--- src/sv/prld_pkg.sv ---
// ----------------------------------------------------------------------------
// prld_pkg: shared types and constants for the pixel recolor block
// Field widths, register indexes, link-detect thresholds and the
// per-stage load enables shared by the top level and the channel lanes.
// ----------------------------------------------------------------------------
package prld_pkg;

  localparam int unsigned MaxSkipRectsDef = 4;
  localparam int unsigned CoordBitsDef    = 15;

  localparam int unsigned PosBits   = 15;
  localparam int unsigned ChanBits  = 8;
  localparam int unsigned ColorBits = 24;

  localparam int unsigned InDataW  = 56;
  localparam int unsigned OutDataW = 24;
  localparam int unsigned OutUserW = 2;

  localparam int unsigned CfgIdxW  = 3;
  localparam int unsigned CfgDataW = 60;
  localparam int unsigned CntW     = 3;

  localparam logic [CfgIdxW-1:0] RegTextColor = 3'd0;
  localparam logic [CfgIdxW-1:0] RegBackColor = 3'd1;
  localparam logic [CfgIdxW-1:0] RegLinkColor = 3'd2;
  localparam logic [CfgIdxW-1:0] RegSkipRect0 = 3'd3;
  localparam logic [CfgIdxW-1:0] RegRectCount = 3'd7;

  localparam logic [ChanBits:0] LinkMargin  = 9'd25;
  localparam logic [ChanBits-1:0] LinkMinBlue = 8'd72;
  localparam int unsigned LinkMaxLum = 230;
  localparam int unsigned LumDiv     = 3;
  localparam logic [ChanBits+1:0] LumSumMax = 10'(LinkMaxLum * LumDiv + LumDiv - 1);

  localparam int unsigned ProdW = 18;
  localparam logic signed [ProdW-1:0] RoundBias = 18'sd128;

  localparam logic [ColorBits-1:0] BackColorRst = 24'hffffff;

  localparam int unsigned UserLinkBit = 0;
  localparam int unsigned UserSkipBit = 1;

  typedef struct packed {
    logic en_a;
    logic en_b;
  } stage_en_t;

endpackage

--- src/sv/prld_chan_lane.sv ---
// ----------------------------------------------------------------------------
// prld_chan_lane: one color channel of the text-to-background map
// Multiplies the channel by (back - text), rounds by 255 with two signed
// shifts over two register stages, and adds the text color.
// ----------------------------------------------------------------------------
module prld_chan_lane (
  input  logic                              clk_i,
  input  prld_pkg::stage_en_t               en_i,
  input  logic [prld_pkg::ChanBits-1:0]     chan_i,
  input  logic [prld_pkg::ChanBits-1:0]     text_i,
  input  logic [prld_pkg::ChanBits-1:0]     back_i,
  output logic [prld_pkg::ChanBits-1:0]     mapped_o
);

  logic signed [prld_pkg::ChanBits:0]   diff;
  logic signed [prld_pkg::ProdW-1:0]    chan_ext, diff_ext;
  logic signed [prld_pkg::ProdW-1:0]    prod_d, prod_q;
  logic signed [prld_pkg::ProdW-1:0]    biased;
  logic signed [prld_pkg::ProdW-1:0]    round_d, round_q;

  assign diff     = $signed({1'b0, back_i}) - $signed({1'b0, text_i});
  assign chan_ext = {{(prld_pkg::ProdW-prld_pkg::ChanBits){1'b0}}, chan_i};
  assign diff_ext = {{(prld_pkg::ProdW-prld_pkg::ChanBits-1){diff[prld_pkg::ChanBits]}}, diff};
  assign prod_d   = chan_ext * diff_ext;

  always_ff @(posedge clk_i) begin
    if (en_i.en_a) begin
      prod_q <= prod_d;
    end
  end

  assign biased  = prod_q + prld_pkg::RoundBias;
  assign round_d = biased + (biased >>> 8);

  always_ff @(posedge clk_i) begin
    if (en_i.en_b) begin
      round_q <= round_d;
    end
  end

  // low byte of text + floor(round / 256)
  assign mapped_o = text_i + round_q[2*prld_pkg::ChanBits-1:prld_pkg::ChanBits];

endmodule

--- src/sv/pixel_recolor_with_link_detect_unit.sv ---
// ----------------------------------------------------------------------------
// pixel_recolor_with_link_detect_unit: pixel recolor with link detection
// Input stream s_axis carries one pixel and its position per transfer;
// output stream m_axis carries the recolored pixel and two flags in tuser.
// A pixel inside an enabled skip rectangle passes unchanged; a link-blue
// pixel takes the link color when one is set; any other pixel maps each
// channel from the text color (0) to the background color (255).
// Registers are written through cfg_we_i / cfg_index_i / cfg_data_i while
// the stream is idle; each write takes effect at the next clock edge.
// An input transfer passes through a compare and multiply stage, a
// rounding stage, and the output register before it reaches m_axis.
// Throughput is one pixel per clock unless the output stalls, set by the
// three per-channel multipliers that each take a new operand every cycle.
// Each stage loads when it is empty or the stage after it moves, so the
// input keeps taking pixels while a result waits, until all stages fill.
// A stalled receiver holds the output transfer and back-pressures the
// input once the pipeline is full. Reset empties the pipeline and
// returns the registers to text black, background white, no link color
// and no skip rectangles.
// ----------------------------------------------------------------------------
module pixel_recolor_with_link_detect_unit #(
  parameter int unsigned MAX_SKIP_RECTS = prld_pkg::MaxSkipRectsDef,
  parameter int unsigned COORD_BITS     = prld_pkg::CoordBitsDef
) (
  input  logic                                clk_i,
  input  logic                                rst_ni,
  // pos_x[14:0], pos_y[29:15], in_blue[37:30], in_green[45:38], in_red[53:46]
  input  logic [prld_pkg::InDataW-1:0]        s_axis_tdata,
  input  logic                                s_axis_tvalid,
  output logic                                s_axis_tready,
  // out_blue[7:0], out_green[15:8], out_red[23:16]
  output logic [prld_pkg::OutDataW-1:0]       m_axis_tdata,
  // was_link[0], was_skipped[1]
  output logic [prld_pkg::OutUserW-1:0]       m_axis_tuser,
  output logic                                m_axis_tvalid,
  input  logic                                m_axis_tready,
  input  logic                                cfg_we_i,
  input  logic [prld_pkg::CfgIdxW-1:0]        cfg_index_i,
  input  logic [prld_pkg::CfgDataW-1:0]       cfg_data_i
);

  localparam int unsigned RectStore = (MAX_SKIP_RECTS > 0) ? MAX_SKIP_RECTS : 1;
  localparam int unsigned RectW     = 4 * COORD_BITS;
  localparam int unsigned CB        = prld_pkg::ChanBits;

  // configuration registers
  logic [prld_pkg::ColorBits-1:0] text_q, back_q, link_q;
  logic [prld_pkg::CntW-1:0]      cnt_q;
  logic [RectStore-1:0]           hit;

  always_ff @(posedge clk_i or negedge rst_ni) begin
    if (!rst_ni) begin
      text_q <= '0;
      back_q <= prld_pkg::BackColorRst;
      link_q <= '0;
      cnt_q  <= '0;
    end else if (cfg_we_i) begin
      case (cfg_index_i)
        prld_pkg::RegTextColor: text_q <= cfg_data_i[prld_pkg::ColorBits-1:0];
        prld_pkg::RegBackColor: back_q <= cfg_data_i[prld_pkg::ColorBits-1:0];
        prld_pkg::RegLinkColor: link_q <= cfg_data_i[prld_pkg::ColorBits-1:0];
        prld_pkg::RegRectCount: cnt_q  <= cfg_data_i[prld_pkg::CntW-1:0];
        default: ;
      endcase
    end
  end

  // input fields
  logic [COORD_BITS-1:0] px, py;
  logic [CB-1:0]         in_b, in_g, in_r;

  assign px   = s_axis_tdata[COORD_BITS-1:0];
  assign py   = s_axis_tdata[prld_pkg::PosBits +: COORD_BITS];
  assign in_b = s_axis_tdata[2*prld_pkg::PosBits +: CB];
  assign in_g = s_axis_tdata[2*prld_pkg::PosBits + CB +: CB];
  assign in_r = s_axis_tdata[2*prld_pkg::PosBits + 2*CB +: CB];

  // skip rectangles and containment
  for (genvar s = 0; s < RectStore; s++) begin : g_rect
    localparam logic [prld_pkg::CfgIdxW-1:0] SlotIdx =
      prld_pkg::CfgIdxW'(prld_pkg::RegSkipRect0 + s);
    localparam logic [prld_pkg::CntW-1:0] SlotNum = prld_pkg::CntW'(s);

    logic [RectW-1:0]      rect_q;
    logic [COORD_BITS-1:0] rx, ry, rw, rh;
    logic                  slot_on;

    always_ff @(posedge clk_i or negedge rst_ni) begin
      if (!rst_ni) begin
        rect_q <= '0;
      end else if (cfg_we_i && cfg_index_i == SlotIdx && MAX_SKIP_RECTS > s) begin
        rect_q <= cfg_data_i[RectW-1:0];
      end
    end

    assign rx = rect_q[0 +: COORD_BITS];
    assign ry = rect_q[COORD_BITS +: COORD_BITS];
    assign rw = rect_q[2*COORD_BITS +: COORD_BITS];
    assign rh = rect_q[3*COORD_BITS +: COORD_BITS];
    assign slot_on = (MAX_SKIP_RECTS > s) && (cnt_q > SlotNum);

    assign hit[s] = slot_on && (px >= rx) && (py >= ry)
                  && ({1'b0, px} <= {1'b0, rx} + {1'b0, rw})
                  && ({1'b0, py} <= {1'b0, ry} + {1'b0, rh});
  end

  // link-blue test
  logic [CB-1:0]   max_rg;
  logic [CB+1:0]   lum_sum;
  logic            link_d;

  assign max_rg  = (in_r > in_g) ? in_r : in_g;
  assign lum_sum = {2'b00, in_b} + {2'b00, in_g} + {2'b00, in_r};
  assign link_d  = (link_q != '0)
                 && ({1'b0, in_b} >= {1'b0, max_rg} + prld_pkg::LinkMargin)
                 && (in_b >= prld_pkg::LinkMinBlue)
                 && (lum_sum <= prld_pkg::LumSumMax);

  // stage enables
  prld_pkg::stage_en_t en;
  logic va_q, vb_q, vo_q;
  logic en_o;

  assign en_o       = !vo_q || m_axis_tready;
  assign en.en_b    = !vb_q || en_o;
  assign en.en_a    = !va_q || en.en_b;
  assign s_axis_tready = en.en_a;

  always_ff @(posedge clk_i or negedge rst_ni) begin
    if (!rst_ni) begin
      va_q <= 1'b0;
      vb_q <= 1'b0;
      vo_q <= 1'b0;
    end else begin
      if (en.en_a) va_q <= s_axis_tvalid;
      if (en.en_b) vb_q <= va_q;
      if (en_o)    vo_q <= vb_q;
    end
  end

  // stage A and B payload
  logic [prld_pkg::ColorBits-1:0] pix_a_q, pix_b_q;
  logic [RectStore-1:0]           hit_a_q;
  logic                           link_a_q, link_b_q, skip_b_q;

  always_ff @(posedge clk_i) begin
    if (en.en_a) begin
      pix_a_q  <= {in_r, in_g, in_b};
      hit_a_q  <= hit;
      link_a_q <= link_d;
    end
    if (en.en_b) begin
      pix_b_q  <= pix_a_q;
      skip_b_q <= |hit_a_q;
      link_b_q <= link_a_q;
    end
  end

  // channel lanes: blue, green, red
  logic [CB-1:0] map_b, map_g, map_r;

  prld_chan_lane u_lane_b (
    .clk_i   (clk_i),
    .en_i    (en),
    .chan_i  (in_b),
    .text_i  (text_q[2*CB +: CB]),
    .back_i  (back_q[2*CB +: CB]),
    .mapped_o(map_b)
  );

  prld_chan_lane u_lane_g (
    .clk_i   (clk_i),
    .en_i    (en),
    .chan_i  (in_g),
    .text_i  (text_q[CB +: CB]),
    .back_i  (back_q[CB +: CB]),
    .mapped_o(map_g)
  );

  prld_chan_lane u_lane_r (
    .clk_i   (clk_i),
    .en_i    (en),
    .chan_i  (in_r),
    .text_i  (text_q[0 +: CB]),
    .back_i  (back_q[0 +: CB]),
    .mapped_o(map_r)
  );

  // output register
  logic [prld_pkg::OutDataW-1:0] odata_d, odata_q;
  logic [prld_pkg::OutUserW-1:0] ouser_d, ouser_q;

  always_comb begin
    ouser_d = '0;
    if (skip_b_q) begin
      odata_d = pix_b_q;
      ouser_d[prld_pkg::UserSkipBit] = 1'b1;
    end else if (link_b_q) begin
      odata_d = {link_q[0 +: CB], link_q[CB +: CB], link_q[2*CB +: CB]};
      ouser_d[prld_pkg::UserLinkBit] = 1'b1;
    end else begin
      odata_d = {map_r, map_g, map_b};
    end
  end

  always_ff @(posedge clk_i) begin
    if (en_o) begin
      odata_q <= odata_d;
      ouser_q <= ouser_d;
    end
  end

  assign m_axis_tdata  = odata_q;
  assign m_axis_tuser  = ouser_q;
  assign m_axis_tvalid = vo_q;

`ifndef SYNTHESIS
  a_flags_exclusive : assert property (@(posedge clk_i) disable iff (!rst_ni)
    vo_q |-> !(ouser_q[prld_pkg::UserLinkBit] && ouser_q[prld_pkg::UserSkipBit]))
    else $error("link and skip flags both set");

  a_stage_a_holds : assert property (@(posedge clk_i) disable iff (!rst_ni)
    (va_q && vb_q && vo_q && !m_axis_tready) |=> va_q)
    else $error("stage A item lost during stall");

  a_full_blocks_input : assert property (@(posedge clk_i) disable iff (!rst_ni)
    (va_q && vb_q && vo_q && !m_axis_tready) |-> !s_axis_tready)
    else $error("input accepted while pipeline full and stalled");

  a_bubble_fills : assert property (@(posedge clk_i) disable iff (!rst_ni)
    (va_q && !vb_q) |=> vb_q)
    else $error("stage B bubble not filled");
`endif

endmodule

--- config.mk ---
export PLATFORM = sky130hd
export DESIGN_NAME = pixel_recolor_with_link_detect_unit
export DESIGN_NICKNAME = d
export VERILOG_FILES = /design/src/sv/prld_pkg.sv /design/src/sv/prld_chan_lane.sv /design/src/sv/pixel_recolor_with_link_detect_unit.sv
export SDC_FILE = /design/constraint.sdc
export NUM_CORES = 2
export LEC_CHECK = 0
export CAP_MARGIN = 25
export CELL_PAD_IN_SITES_DETAIL_PLACEMENT = 0
export CELL_PAD_IN_SITES_GLOBAL_PLACEMENT = 1
export CORE_MARGIN = 1
export CORE_UTILIZATION = 30
export DETAILED_ROUTE_END_ITERATION = 12
export DONT_BUFFER_PORTS = 1
export PLACE_DENSITY_LB_ADDON = 0.3
export SYNTH_ARGS = -nofsm -noshare
export SYNTH_HDL_FRONTEND = slang
export SYNTH_SLANG_ARGS = --single-unit
--- constraint.sdc ---
create_clock -name clk_i -period 7.11 [get_ports clk_i]
set_clock_uncertainty 0.1 [all_clocks]
set_input_delay 1.7775 -clock clk_i [delete_from_list [all_inputs] [get_ports clk_i]]
set_output_delay 1.7775 -clock clk_i [all_outputs]
set_load 0.01 [all_outputs]
==> results.cfg <==
[worst_setup_path]
cp.arrival_ps = 7030
startpoint_type = flip-flop
criticalPathCategory = reg -> reg
rrSetupSlack_ps = 390
r2r-end = u_lane_r.prod_q[17]
critical_path.slowest_cell = fa_1
r2r_cells = 24
crit_cells = 24
crit_path_max_fanout = 8
max_stage_delay_ps = 550
critical_path_buf_inv_count = 4
cp-startpoint = text_q[1]
crit_end = u_lane_r.prod_q[17]
cp-end-kind = flip-flop
cp.required_ps = 7420
crit_chain = inv_1, ha_1, nor2b_1, o21ai_1, a21boi_0, o21ai_1, a21oi_1, or3_1, nand3_1, fa_1, fa_1, inv_1, fa_1, fa_1, inv_1, fa_1, inv_1, ha_1, o21a_1, o21ai_1, a21oi_1, a41o_1, o41ai_2, xnor2_1
cp_top_family = adder cells
r2r-start = text_q[1]
critPathMostFrequentCell = fa_1

[logic_synthesis]
syn_nets = 4792
ys_top_cells_by_area = ha_1, dfrtp_1, edfxtp_1, fa_1, mux2_2
synth_xor_area_share_pct = 4.57
synth_top_area_share_pct = 19.8
ys_async_sr_fraction_pct = 66.7
syn_area_um2 = 40000
syn_avg_cell_area_um2 = 10.3
yosysUniqueCellTypes = 84
yosys.area_share.simple_pct = 11.5
ys.flop_type = dfrtp_1
synth_top_family_by_area = adder cells
yosysWarningCount = 0
postSynthCellCount = 3883
seq_area_frac_synth_pct = 31.9
synth_largest_area_cell = ha_1
ys_seq_elements = 477
synth_fa_ha_area_share_pct = 27.4
synthMuxAreaShare_pct = 7.84
synth_edf_count = 159
synth_compound_area_share_pct = 12.3

[cts]
clk_latency_ps = 670
cts_buffers = 61
cts_buffer_depth = 3
h-tree-depth = 2
clock_sinks = 477
cts_hold_buffers = 0
clock-root-buffer = clkbuf_16
cts_tree = yes
clk_pin_slew_ps = 60

[timing]
fin_crit_sh_pct = 94.5
clock.fmax_mhz = 149
setup_tns_ps = 0
rsz0062_at_grt = no
setup_viol = 0
slew_violations = 0
period_needed_ps = 6720
relSlewSlack_pct = 13.4
whs_ps = 307
hold_viol = 0
tightest_slew_ps = 1300

[placed_design]
gp_congestion = 0.813
dp.final_hpwl_um = 88600
port_buffers = 0

[global_routing]
grt_antenna_before_repair = 19
grt_use_total_pct = 17.0
grt_start_max_net_pins = 319
grt_first_pass_wirelength_um = 176000
grt-ovfl-total = 0
grt_pass1_vias = 28300

[floorplanning]
initial_core_util_pct = 30.3
ios = 152
dieArea_um2 = 135000
core_area_um2 = 132000
die_h_um = 367
fp-row-count = 133
die_x_um = 367

[detailed_routing]
wire_per_inst_um = 20.1
drc = 0
route.top_layer_used = met5
drtIter0Drc = 1335
routed-via-count = 28400
drt_pass1_iterations = 5
viasPerCell = 4.95
wl_met1_um = 53200
met2_length_um = 52900
ant_nets = 0
met3_length_um = 7220
finalWirelength_um = 115000

[cells_and_area]
n_fill_cell = 13500
area_growth_pct = 10.8
fin_util_pct = 33.6
layout_commonest_cell = ha_1
final_cell_mix = ha_1, inv_1, dfrtp_1
layout-drive-gt1-share_pct = 12.1
nets = 4826

[status]
status = complete, no violations

[min_path]
hp-class = reg -> reg

[job]
drv_cap = 0
==> repair_timing <==
item	4_1_cts	5_1_grt
setup buffers	0	0
gates resized for setup	0	3
endpoints found under the setup margin	0	3
==> final cells by class <==
type / count / area (um2) / share of cell area, %
multi-input cells: 2928 / 25500 / 57.4
well taps: 1755 / 2200 / 4.95
clock inverters: 34 / 369 / 0.832
inverters: 408 / 1530 / 3.45
clock buffers: 80 / 1700 / 3.83
diodes: 7 / 17.5 / 0.0395
flip-flops and latches: 477 / 12800 / 28.8
repair buffers: 41 / 308 / 0.694
==> synth_stat cells (6+ instances only) <==
cell         n
clkbuf_1    55
a31oi_1     27
a21o_1      71
o21ai_0    169
nor2b_1     50
inv_1      407
nor4_1      18
o21ai_1     27
ha_1       633
fa_1       152
edfxtp_1   159
nor2_1     135
and4_1       6
and2_1      93
o21a_1      56
a21boi_1     8
nor3_1      84
mux2i_1      7
nor3b_1      8
o211ai_1    32
o31ai_1     14
nand3_1     80
o41ai_1      7
mux2_2     267
o2111ai_1    9
or2_2        7
dfrtp_1    294
xor2_1     110
xnor2_1     99
a21oi_1    179
buf_2        9
nand2_1    230
and3_1      33
a211oi_1    49
o21bai_1    29
dfstp_2     24
nand2b_1    62
or3_1       39
a2111oi_0    7
nand4_1     30
==> sequential cells by signal, summed over array words and instances, names as in the netlist <==
signal / count
u_lane_g.prod_q: 18
va_q: 1
u_lane_b.prod_q: 18
m_axis_tuser: 2
m_axis_tdata: 24
u_lane_g.round_q: 8
link_a_q: 1
u_lane_r.prod_q: 18
u_lane_r.round_q: 8
text_q: 24
cnt_q: 3
link_q: 24
m_axis_tvalid: 1
hit_a_q: 4
skip_b_q: 1
vb_q: 1
back_q: 24
pix_a_q: 24
link_b_q: 1
pix_b_q: 24
u_lane_b.round_q: 8
g_rect.rect_q: 240
==> cells by family (layout without fill, tap and decap cells) <==
| group | count (synthesis) | in the layout |
|---|---|---|
| other | 0 | 7 |
| XOR/XNOR | 209 | 209 |
| AO/OA/AOI/OAI | 757 | 757 |
| buffers and inverters | 478 | 563 |
| multiplexers | 277 | 277 |
| flip-flops | 477 | 477 |
| adder cells (fa/ha/maj) | 785 | 785 |
| AND/OR/NAND/NOR | 900 | 900 |
==> worst min path at each step <==
stage	depth (start not counted)	startpoint	to
floorplan	0	link_a_q	link_b_q
global placement	0	pix_a_q[9]	pix_b_q[9]
detailed placement	0	pix_a_q[10]	pix_b_q[10]
CTS	0	pix_a_q[1]	pix_b_q[1]
global route	0	pix_a_q[1]	pix_b_q[1]
finish	0	pix_a_q[1]	pix_b_q[1]
==> per-stage QoR <==
stage	instance area, um2	setup slack, ps	cells
final	44400	388	5730
after global routing	44300	25.7	5725
after CTS	44300	261	5723
after detailed placement	42300	261	5609
after global placement	42300	287	5609
after floorplan	40000	665	3883
==> routing by layer <==
| metal | vias up | track usage [%] |
|---|---|---|
| met5 | - | 0 |
| met4 | 4 | 3.78 |
| met3 | 119 | 3.94 |
| met2 | 468 | 28.0 |
| met1 | 13800 | 22.6 |
| li1 | 13900 | - |
Power is left out: the tool's default activity adds up to more than one toggle a clock period on the data nets, which glitch-free logic cannot reach.
